### src/hdl/vbcr_pkg.sv
// Shared types and constants for the voxel box collision resolver.
// Depends on nothing; imported by the axis lane and the top level.
package vbcr_pkg;

    // Width of one box extent register.
    localparam int SIZE_W = 21;

    // Configuration port geometry.
    localparam int APB_DATA_W = 32;
    localparam int APB_ADDR_W = 4;
    localparam int REG_IDX_W  = 2;

    // Register indexes on the configuration port.
    localparam logic [REG_IDX_W-1:0] REG_SIZE_X = 2'd0;
    localparam logic [REG_IDX_W-1:0] REG_SIZE_Y = 2'd1;
    localparam logic [REG_IDX_W-1:0] REG_SIZE_Z = 2'd2;

    // Reset value of every size register: 1.0 in UQ5.16.
    localparam logic [SIZE_W-1:0] SIZE_RESET = 21'd65536;

    // Status that one axis lane reports to the top level.
    typedef struct packed {
        logic ov;    // unmoved box overlaps the voxel on this axis
        logic hit;   // move on this axis is clipped by the voxel
        logic down;  // running move on this axis is negative
    } t_axis_flags;

endpackage

### src/hdl/vbcr_axis_lane.sv
// One axis of the collision resolver: holds the box bounds, running move and
// moved corner for that axis and computes overlap and clipping for a voxel.
// Depends on vbcr_pkg.
module vbcr_axis_lane #(
    parameter int FRAC_BITS   = 16,
    parameter int COORD_WIDTH = 32
) (
    input  logic                               i_clk,
    input  logic                               i_rst_n,
    input  logic                               i_load,
    input  logic                               i_test,
    input  logic                               i_clip_en,
    input  logic signed [COORD_WIDTH-1:0]      i_coord,
    input  logic signed [COORD_WIDTH-1:0]      i_move,
    input  logic        [vbcr_pkg::SIZE_W-1:0] i_size,
    output vbcr_pkg::t_axis_flags              o_flags,
    output logic signed [COORD_WIDTH-1:0]      o_pos_next
);
    import vbcr_pkg::*;

    localparam int W  = COORD_WIDTH;
    localparam int XW = COORD_WIDTH + 3;

    localparam logic signed [XW-1:0] UNIT_X =
        {{(XW-FRAC_BITS-1){1'b0}}, 1'b1, {FRAC_BITS{1'b0}}};
    localparam logic signed [XW-1:0] CMAX_X = {{(XW-W+1){1'b0}}, {(W-1){1'b1}}};
    localparam logic signed [XW-1:0] CMIN_X = ~CMAX_X;

    function automatic logic signed [W-1:0] sat(input logic signed [XW-1:0] v);
        logic signed [W-1:0] r;
        if (v > CMAX_X) begin
            r = CMAX_X[W-1:0];
        end else if (v < CMIN_X) begin
            r = CMIN_X[W-1:0];
        end else begin
            r = v[W-1:0];
        end
        return r;
    endfunction

    logic signed [W-1:0]      r_lo;
    logic signed [W:0]        r_hi;
    logic signed [W-1:0]      r_move;
    logic signed [W-1:0]      r_pos;
    logic        [SIZE_W-1:0] r_size;

    logic signed [XW-1:0] c_x, lo_x, hi_x, m_x, vmax_x, size_x;
    logic signed [XW-1:0] lom_x, him_x, d_x, pos_in_x, hi_sat_x, lo_sat_x;
    logic signed [XW-1:0] start_sum_x, new_hi_x;
    logic                 neg, hit;
    logic signed [W-1:0]  clip_move, clip_pos;

    assign c_x    = XW'(i_coord);
    assign lo_x   = XW'(r_lo);
    assign hi_x   = XW'(r_hi);
    assign m_x    = XW'(r_move);
    assign size_x = XW'(r_size);
    assign vmax_x = c_x + UNIT_X;
    assign neg    = r_move[W-1];

    assign lom_x = lo_x + m_x;
    assign him_x = hi_x + m_x;
    assign hit   = i_test && i_clip_en && (r_move != '0) && (lom_x < vmax_x) && (him_x > c_x);

    // Clipped move: meet the voxel top face when moving down, else its low face.
    assign d_x = neg ? (vmax_x - lo_x) : (c_x - hi_x);

    // Moved corner after a clip, formed in parallel with the clipped move so that
    // only one add stands before each saturation.
    assign pos_in_x = neg ? vmax_x : (c_x - size_x);
    assign hi_sat_x = lo_x + CMAX_X;
    assign lo_sat_x = lo_x + CMIN_X;

    always_comb begin
        clip_move = sat(d_x);
        if (d_x > CMAX_X) begin
            clip_pos = sat(hi_sat_x);
        end else if (d_x < CMIN_X) begin
            clip_pos = sat(lo_sat_x);
        end else begin
            clip_pos = sat(pos_in_x);
        end
    end

    assign start_sum_x = c_x + XW'(i_move);
    assign new_hi_x    = c_x + XW'(i_size);

    always_comb begin
        if (i_load) begin
            o_pos_next = sat(start_sum_x);
        end else if (hit) begin
            o_pos_next = clip_pos;
        end else begin
            o_pos_next = r_pos;
        end
    end

    assign o_flags.ov   = (lo_x < vmax_x) && (hi_x > c_x);
    assign o_flags.hit  = hit;
    assign o_flags.down = neg;

    always_ff @(posedge i_clk) begin
        if (!i_rst_n) begin
            r_lo   <= '0;
            r_hi   <= '0;
            r_move <= '0;
            r_pos  <= '0;
            r_size <= '0;
        end else begin
            if (i_load) begin
                r_lo   <= i_coord;
                r_hi   <= new_hi_x[W:0];
                r_move <= i_move;
                r_size <= i_size;
            end else if (hit) begin
                r_move <= clip_move;
            end
            r_pos <= o_pos_next;
        end
    end

endmodule

### src/hdl/voxel_box_collision_resolver.sv
// Top level of the voxel box collision resolver: stream handshake, size
// registers, stop and landed flags and a two-entry result buffer.
// Depends on vbcr_pkg and vbcr_axis_lane.
//
//  Channel   Ports                  Dir  Beat carries
//  ------    ---------------------  ---  ---------------------------------------------
//  input     i_s_axis_* / o_s_*     in   coords, moves, solid; tuser action; tlast last
//  result    o_m_axis_* / i_m_*     out  new corner, stop flags, landed
//  config    psel..prdata, pready   in   size_x, size_y, size_z at 0x0, 0x4, 0x8
//
// The three axis lanes check a voxel in parallel, and the result of a last voxel is
// registered in the result register, or in the skid entry while that one is stalled.
// A new beat is accepted every cycle while the skid entry of the result buffer
// is empty, so one stalled result does not hold up the input side.
// Reset is synchronous and clears the box, the move, the flags and the buffer;
// the size registers return to 1.0.
module voxel_box_collision_resolver #(
    parameter int FRAC_BITS   = 16,
    parameter int COORD_WIDTH = 32
) (
    input  logic                                   i_clk,
    input  logic                                   i_rst_n,
    // Input stream.
    input  logic                                   i_s_axis_tvalid,
    output logic                                   o_s_axis_tready,
    // tdata from bit 0: coord_x, coord_y, coord_z, move_x, move_y, move_z, solid.
    input  logic [((6*COORD_WIDTH+1+7)/8)*8-1:0]   i_s_axis_tdata,
    // tuser: action (0 start an entity, 1 test a voxel).
    input  logic [0:0]                             i_s_axis_tuser,
    input  logic                                   i_s_axis_tlast,
    // Result stream.
    output logic                                   o_m_axis_tvalid,
    input  logic                                   i_m_axis_tready,
    // tdata from bit 0: new_x, new_y, new_z, stop_x, stop_y, stop_z, landed.
    output logic [((3*COORD_WIDTH+4+7)/8)*8-1:0]   o_m_axis_tdata,
    // Configuration port.
    input  logic                                   psel,
    input  logic                                   penable,
    input  logic                                   pwrite,
    input  logic [vbcr_pkg::APB_ADDR_W-1:0]        paddr,
    input  logic [vbcr_pkg::APB_DATA_W-1:0]        pwdata,
    output logic [vbcr_pkg::APB_DATA_W-1:0]        prdata,
    output logic                                   pready
);
    import vbcr_pkg::*;

    localparam int W     = COORD_WIDTH;
    localparam int OUT_W = ((3*COORD_WIDTH+4+7)/8)*8;

    // 1.0 in the configured number format, cut to the register width.
    localparam logic [SIZE_W-1:0] SIZE_ONE = SIZE_W'(64'd1 << FRAC_BITS);

    // ------------------------------------------------------------------
    // Configuration registers. Writes land on the access cycle; an index
    // past the last register is dropped and reads back as zero.
    // ------------------------------------------------------------------
    logic [SIZE_W-1:0]    r_size_x, r_size_y, r_size_z;
    logic [REG_IDX_W-1:0] cfg_idx;
    logic                 cfg_wr;

    assign pready  = 1'b1;
    assign cfg_idx = paddr[REG_IDX_W+1:2];
    assign cfg_wr  = psel && penable && pwrite && pready;

    always_ff @(posedge i_clk) begin
        if (!i_rst_n) begin
            r_size_x <= SIZE_ONE;
            r_size_y <= SIZE_ONE;
            r_size_z <= SIZE_ONE;
        end else if (cfg_wr) begin
            case (cfg_idx)
                REG_SIZE_X: r_size_x <= pwdata[SIZE_W-1:0];
                REG_SIZE_Y: r_size_y <= pwdata[SIZE_W-1:0];
                REG_SIZE_Z: r_size_z <= pwdata[SIZE_W-1:0];
                default: ;
            endcase
        end
    end

    always_comb begin
        case (cfg_idx)
            REG_SIZE_X: prdata = APB_DATA_W'(r_size_x);
            REG_SIZE_Y: prdata = APB_DATA_W'(r_size_y);
            REG_SIZE_Z: prdata = APB_DATA_W'(r_size_z);
            default:    prdata = '0;
        endcase
    end

    // ------------------------------------------------------------------
    // Input beat decode.
    // ------------------------------------------------------------------
    logic                s_accept, load, test, emit;
    logic signed [W-1:0] c_x, c_y, c_z, mv_x, mv_y, mv_z;
    logic                solid;

    assign s_accept = i_s_axis_tvalid && o_s_axis_tready;
    assign c_x   = i_s_axis_tdata[W-1:0];
    assign c_y   = i_s_axis_tdata[2*W-1:W];
    assign c_z   = i_s_axis_tdata[3*W-1:2*W];
    assign mv_x  = i_s_axis_tdata[4*W-1:3*W];
    assign mv_y  = i_s_axis_tdata[5*W-1:4*W];
    assign mv_z  = i_s_axis_tdata[6*W-1:5*W];
    assign solid = i_s_axis_tdata[6*W];

    // A start beat loads the entity; a solid voxel beat is tested; a voxel
    // beat with tlast set produces one result.
    assign load = s_accept && !i_s_axis_tuser[0];
    assign test = s_accept && i_s_axis_tuser[0] && solid;
    assign emit = s_accept && i_s_axis_tuser[0] && i_s_axis_tlast;

    // ------------------------------------------------------------------
    // Axis lanes. Each axis is clipped only when the unmoved box overlaps
    // the voxel on both other axes; the axes do not interact otherwise.
    // ------------------------------------------------------------------
    t_axis_flags         fl_x, fl_y, fl_z;
    logic signed [W-1:0] pos_x, pos_y, pos_z;

    vbcr_axis_lane #(.FRAC_BITS(FRAC_BITS), .COORD_WIDTH(COORD_WIDTH)) u_lane_x (
        .i_clk      (i_clk),
        .i_rst_n    (i_rst_n),
        .i_load     (load),
        .i_test     (test),
        .i_clip_en  (fl_y.ov && fl_z.ov),
        .i_coord    (c_x),
        .i_move     (mv_x),
        .i_size     (r_size_x),
        .o_flags    (fl_x),
        .o_pos_next (pos_x)
    );

    vbcr_axis_lane #(.FRAC_BITS(FRAC_BITS), .COORD_WIDTH(COORD_WIDTH)) u_lane_y (
        .i_clk      (i_clk),
        .i_rst_n    (i_rst_n),
        .i_load     (load),
        .i_test     (test),
        .i_clip_en  (fl_x.ov && fl_z.ov),
        .i_coord    (c_y),
        .i_move     (mv_y),
        .i_size     (r_size_y),
        .o_flags    (fl_y),
        .o_pos_next (pos_y)
    );

    vbcr_axis_lane #(.FRAC_BITS(FRAC_BITS), .COORD_WIDTH(COORD_WIDTH)) u_lane_z (
        .i_clk      (i_clk),
        .i_rst_n    (i_rst_n),
        .i_load     (load),
        .i_test     (test),
        .i_clip_en  (fl_x.ov && fl_y.ov),
        .i_coord    (c_z),
        .i_move     (mv_z),
        .i_size     (r_size_z),
        .o_flags    (fl_z),
        .o_pos_next (pos_z)
    );

    // ------------------------------------------------------------------
    // Stop and landed flags. A start beat clears them; a clip sets them.
    // The hit flags are already gated by the test strobe inside the lanes.
    // ------------------------------------------------------------------
    logic [2:0] r_stop, n_stop;
    logic       r_landed, n_landed;

    always_comb begin
        if (load) begin
            n_stop   = '0;
            n_landed = 1'b0;
        end else begin
            n_stop   = r_stop | {fl_z.hit, fl_y.hit, fl_x.hit};
            n_landed = r_landed | (fl_y.hit && fl_y.down);
        end
    end

    always_ff @(posedge i_clk) begin
        if (!i_rst_n) begin
            r_stop   <= '0;
            r_landed <= 1'b0;
        end else begin
            r_stop   <= n_stop;
            r_landed <= n_landed;
        end
    end

    // ------------------------------------------------------------------
    // Result buffer: an output register plus one skid entry. The input side
    // stalls only when both are full.
    // ------------------------------------------------------------------
    logic [OUT_W-1:0] n_res;
    logic [OUT_W-1:0] r_out_data, r_skid_data;
    logic             r_out_valid, r_skid_valid;
    logic             out_free;

    assign n_res = OUT_W'({n_landed, n_stop, pos_z, pos_y, pos_x});

    assign out_free        = !r_out_valid || i_m_axis_tready;
    assign o_s_axis_tready = !r_skid_valid;
    assign o_m_axis_tvalid = r_out_valid;
    assign o_m_axis_tdata  = r_out_data;

    always_ff @(posedge i_clk) begin
        if (!i_rst_n) begin
            r_out_valid  <= 1'b0;
            r_skid_valid <= 1'b0;
        end else if (out_free) begin
            if (r_skid_valid) begin
                r_out_valid  <= 1'b1;
                r_skid_valid <= 1'b0;
            end else begin
                r_out_valid <= emit;
            end
        end else if (emit) begin
            r_skid_valid <= 1'b1;
        end
    end

    always_ff @(posedge i_clk) begin
        if (out_free) begin
            if (r_skid_valid) begin
                r_out_data <= r_skid_data;
            end else if (emit) begin
                r_out_data <= n_res;
            end
        end else if (emit) begin
            r_skid_data <= n_res;
        end
    end

endmodule

### config.mk
export PLATFORM = sky130hd
export DESIGN_NAME = voxel_box_collision_resolver
export DESIGN_NICKNAME = d
export VERILOG_FILES = /design/src/hdl/vbcr_pkg.sv /design/src/hdl/vbcr_axis_lane.sv /design/src/hdl/voxel_box_collision_resolver.sv
export SDC_FILE = /design/constraint.sdc
export NUM_CORES = 2
export LEC_CHECK = 0
export BUFFER_PORTS_ARGS = -buffer_cell sky130_fd_sc_hd__buf_2
export CORE_MARGIN = 2
export CORE_UTILIZATION = 55
export DETAILED_ROUTE_END_ITERATION = 12
export PLACE_DENSITY = 0.75
export SLEW_MARGIN = 15
export SYNTH_ARGS = -nofsm -noshare
export SYNTH_HDL_FRONTEND = slang
export SYNTH_HIERARCHICAL = 1
export SYNTH_SLANG_ARGS = --single-unit
### constraint.sdc
create_clock -name i_clk -period 20.1 [get_ports i_clk]
set_input_delay 4.02 -clock i_clk [delete_from_list [all_inputs] [get_ports i_clk]]
set_output_delay 4.02 -clock i_clk [all_outputs]
set_load 0.01 [all_outputs]
==> results.ini <==
[run_status]
status=complete, no violations

[clock_network]
cts_buffers=89
clockBufferDepth=3
cts_root_buf=clkbuf_16
post_cts_resized=0
cts_hold_buf=0
clk_pin_slew_worst_paths_ps=70
postCtsSetupBuffers=0
cts.sinks=719
htreeDepth=3
clock_latency_ps=750
cts_tree=built

[detailed_routing]
drc_errors=0
antenna_left=0
drt_iter0_drc=10700
vias=79600
totalWireLength_um=322000
drtPass1Iterations=9
viasPerCell=6.83
wl_per_cell_um=27.6

[floorplan]
die_area_sq_mm=0.140
fp.dieW_um=374
rows=135
core-area_sq_mm=0.136
pin_count=384
die_y_um=374
start_util=0.555

[sta]
finalMaxSlewViolations=0
finalClockSkew_ps=63.1
fmax_mhz=79.2
slew_headroom=0.118
setup_viol=0
hold_violations=0
rsz0062_at_grt=false
fin_crit_ps=12620
setup_ws_ps=7480
fin_crit_sh=0.628
worst_pin_slew_ps=1320
finalSetupTns_ps=0

[placed_design]
post-place-ws_ps=7300
post_dp_cell_area_sq_mm=0.0783
routabilityCongestion=1.04
portBuffers=347
hpwl_um=255000

[grt]
track_usage=0.436
grt_overflow=0
grt_pass1_wl_um=464000
grt_max_degree=79
grt_pass1_vias=72900
antenna_found_initial=17

[synth]
synthCells=9672
synth_area_per_cell_sq_um=7.78
yosys_warnings=6
syn-cell-area_sq_mm=0.0752

[critical_path]
start_kind=primary input
cp.required_ps=20680
path_class=in -> reg
crit_fanout=31
crit_arrival_ps=13200
end_kind=register

[layout]
area_growth_pct=8.26
stdcell_area_sq_mm=0.0814
drive_above_1_share=0.0878
n_fill_cell=12300
nets=10900

[power_and_ir_drop]
power-per-cell-area_mw_per_mm2=66.6
leakagePower_nw=34.7
ir_worst_vdd_mv=0.0658
p_total_mw=5.42

[min_path]
hold_path_class=reg -> reg

[job]
drv_cap=0

cells in the final DEF, fill, tap and decap left out, types with 92 or more instances in the layout:
| cell type | instances |
|---|---|
| a211oi_1 | 130 |
| a21o_1 | 283 |
| a21oi_1 | 876 |
| a31oi_1 | 117 |
| and3_1 | 101 |
| buf_2 | 346 |
| buf_4 | 119 |
| clkbuf_16 | 92 |
| dfxtp_1 | 515 |
| edfxtp_1 | 200 |
| ha_1 | 825 |
| inv_1 | 578 |
| mux2_2 | 105 |
| mux2i_1 | 328 |
| nand2_1 | 818 |
| nand3_1 | 232 |
| nand4_1 | 138 |
| nor2_1 | 788 |
| nor3_1 | 285 |
| o211ai_1 | 113 |
| o21a_1 | 101 |
| o21ai_0 | 601 |
| xnor2_1 | 472 |
| xor2_1 | 176 |
worst paths after layout:
path	start	end	slack [ps]	depth (start not counted)
max	i_s_axis_tdata[48]	u_lane_x/r_move[7]	7480	25
min	r_stop[0]	r_stop[0]	490	2
max reg2reg	u_lane_x/r_move[1]	u_lane_x/r_move[7]	10780	25
min reg2reg	r_stop[0]	r_stop[0]	490	2
power breakdown:
group / switching [mW] / leakage [nW] / internal (mW)
logic: 1.30 / 27.1 / 0.701
registers: 0.0804 / 6.09 / 1.57
clock network: 0.756 / 1.50 / 1.02
metrics by stage:
stage	hold slack (ps)	util	cells
4_1_cts	490	0.600	11600
3_3_place_gp	462	0.577	11500
2_1_floorplan	447	-	9686
3_5_place_dp	477	0.577	11500
6_report	487	0.600	11600
5_1_grt	511	0.600	11600
per-layer routing:
layer  vias up  routed length [um]  track usage
met3       950               40800        0.130
met5         -                 134            0
met2      5123              134000        0.640
li1      35800                   -            -
met1     37600              129000        0.576
met4        16               18600        0.224
critical path, cell delays in order:
cell      delay (ps)
buf_2            290
ha_1             280
nand2_1          150
nor4_1           920
xnor2_1          290
ha_1             480
nand4_1          220
nor4_1           680
a21boi_1         550
nor3b_1          160
o21ai_0          290
a21o_1           170
a21oi_1           60
nor2_1           390
and2_1           470
o211ai_1         170
a41o_1           360
a21oi_1          150
o211a_1          160
buf_4            500
inv_1            490
nor2_1           610
nand2_1          770
o221ai_1         400
a21oi_1          100
flip-flops by register name (all words and copies together), names as in the netlist, 33 cells and up:
name            count
u_lane_y/r_hi      33
r_skid_data       100
u_lane_z/r_hi      33
o_m_axis_tdata    100
u_lane_x/r_hi      33
cell type report:
cell class / count / area [sq um] / share of cell area
diodes: 12 / 30.0 / 0.000369
inverters: 594 / 2230 / 0.0274
clock inverters: 59 / 711 / 0.00873
multi-input cells: 7910 / 54800 / 0.673
well taps: 1781 / 2230 / 0.0274
flip-flops and latches: 719 / 16400 / 0.201
clock buffers: 106 / 2400 / 0.0295
repair buffers: 466 / 2640 / 0.0324
Note: power is estimated with default switching activity, not from simulation.
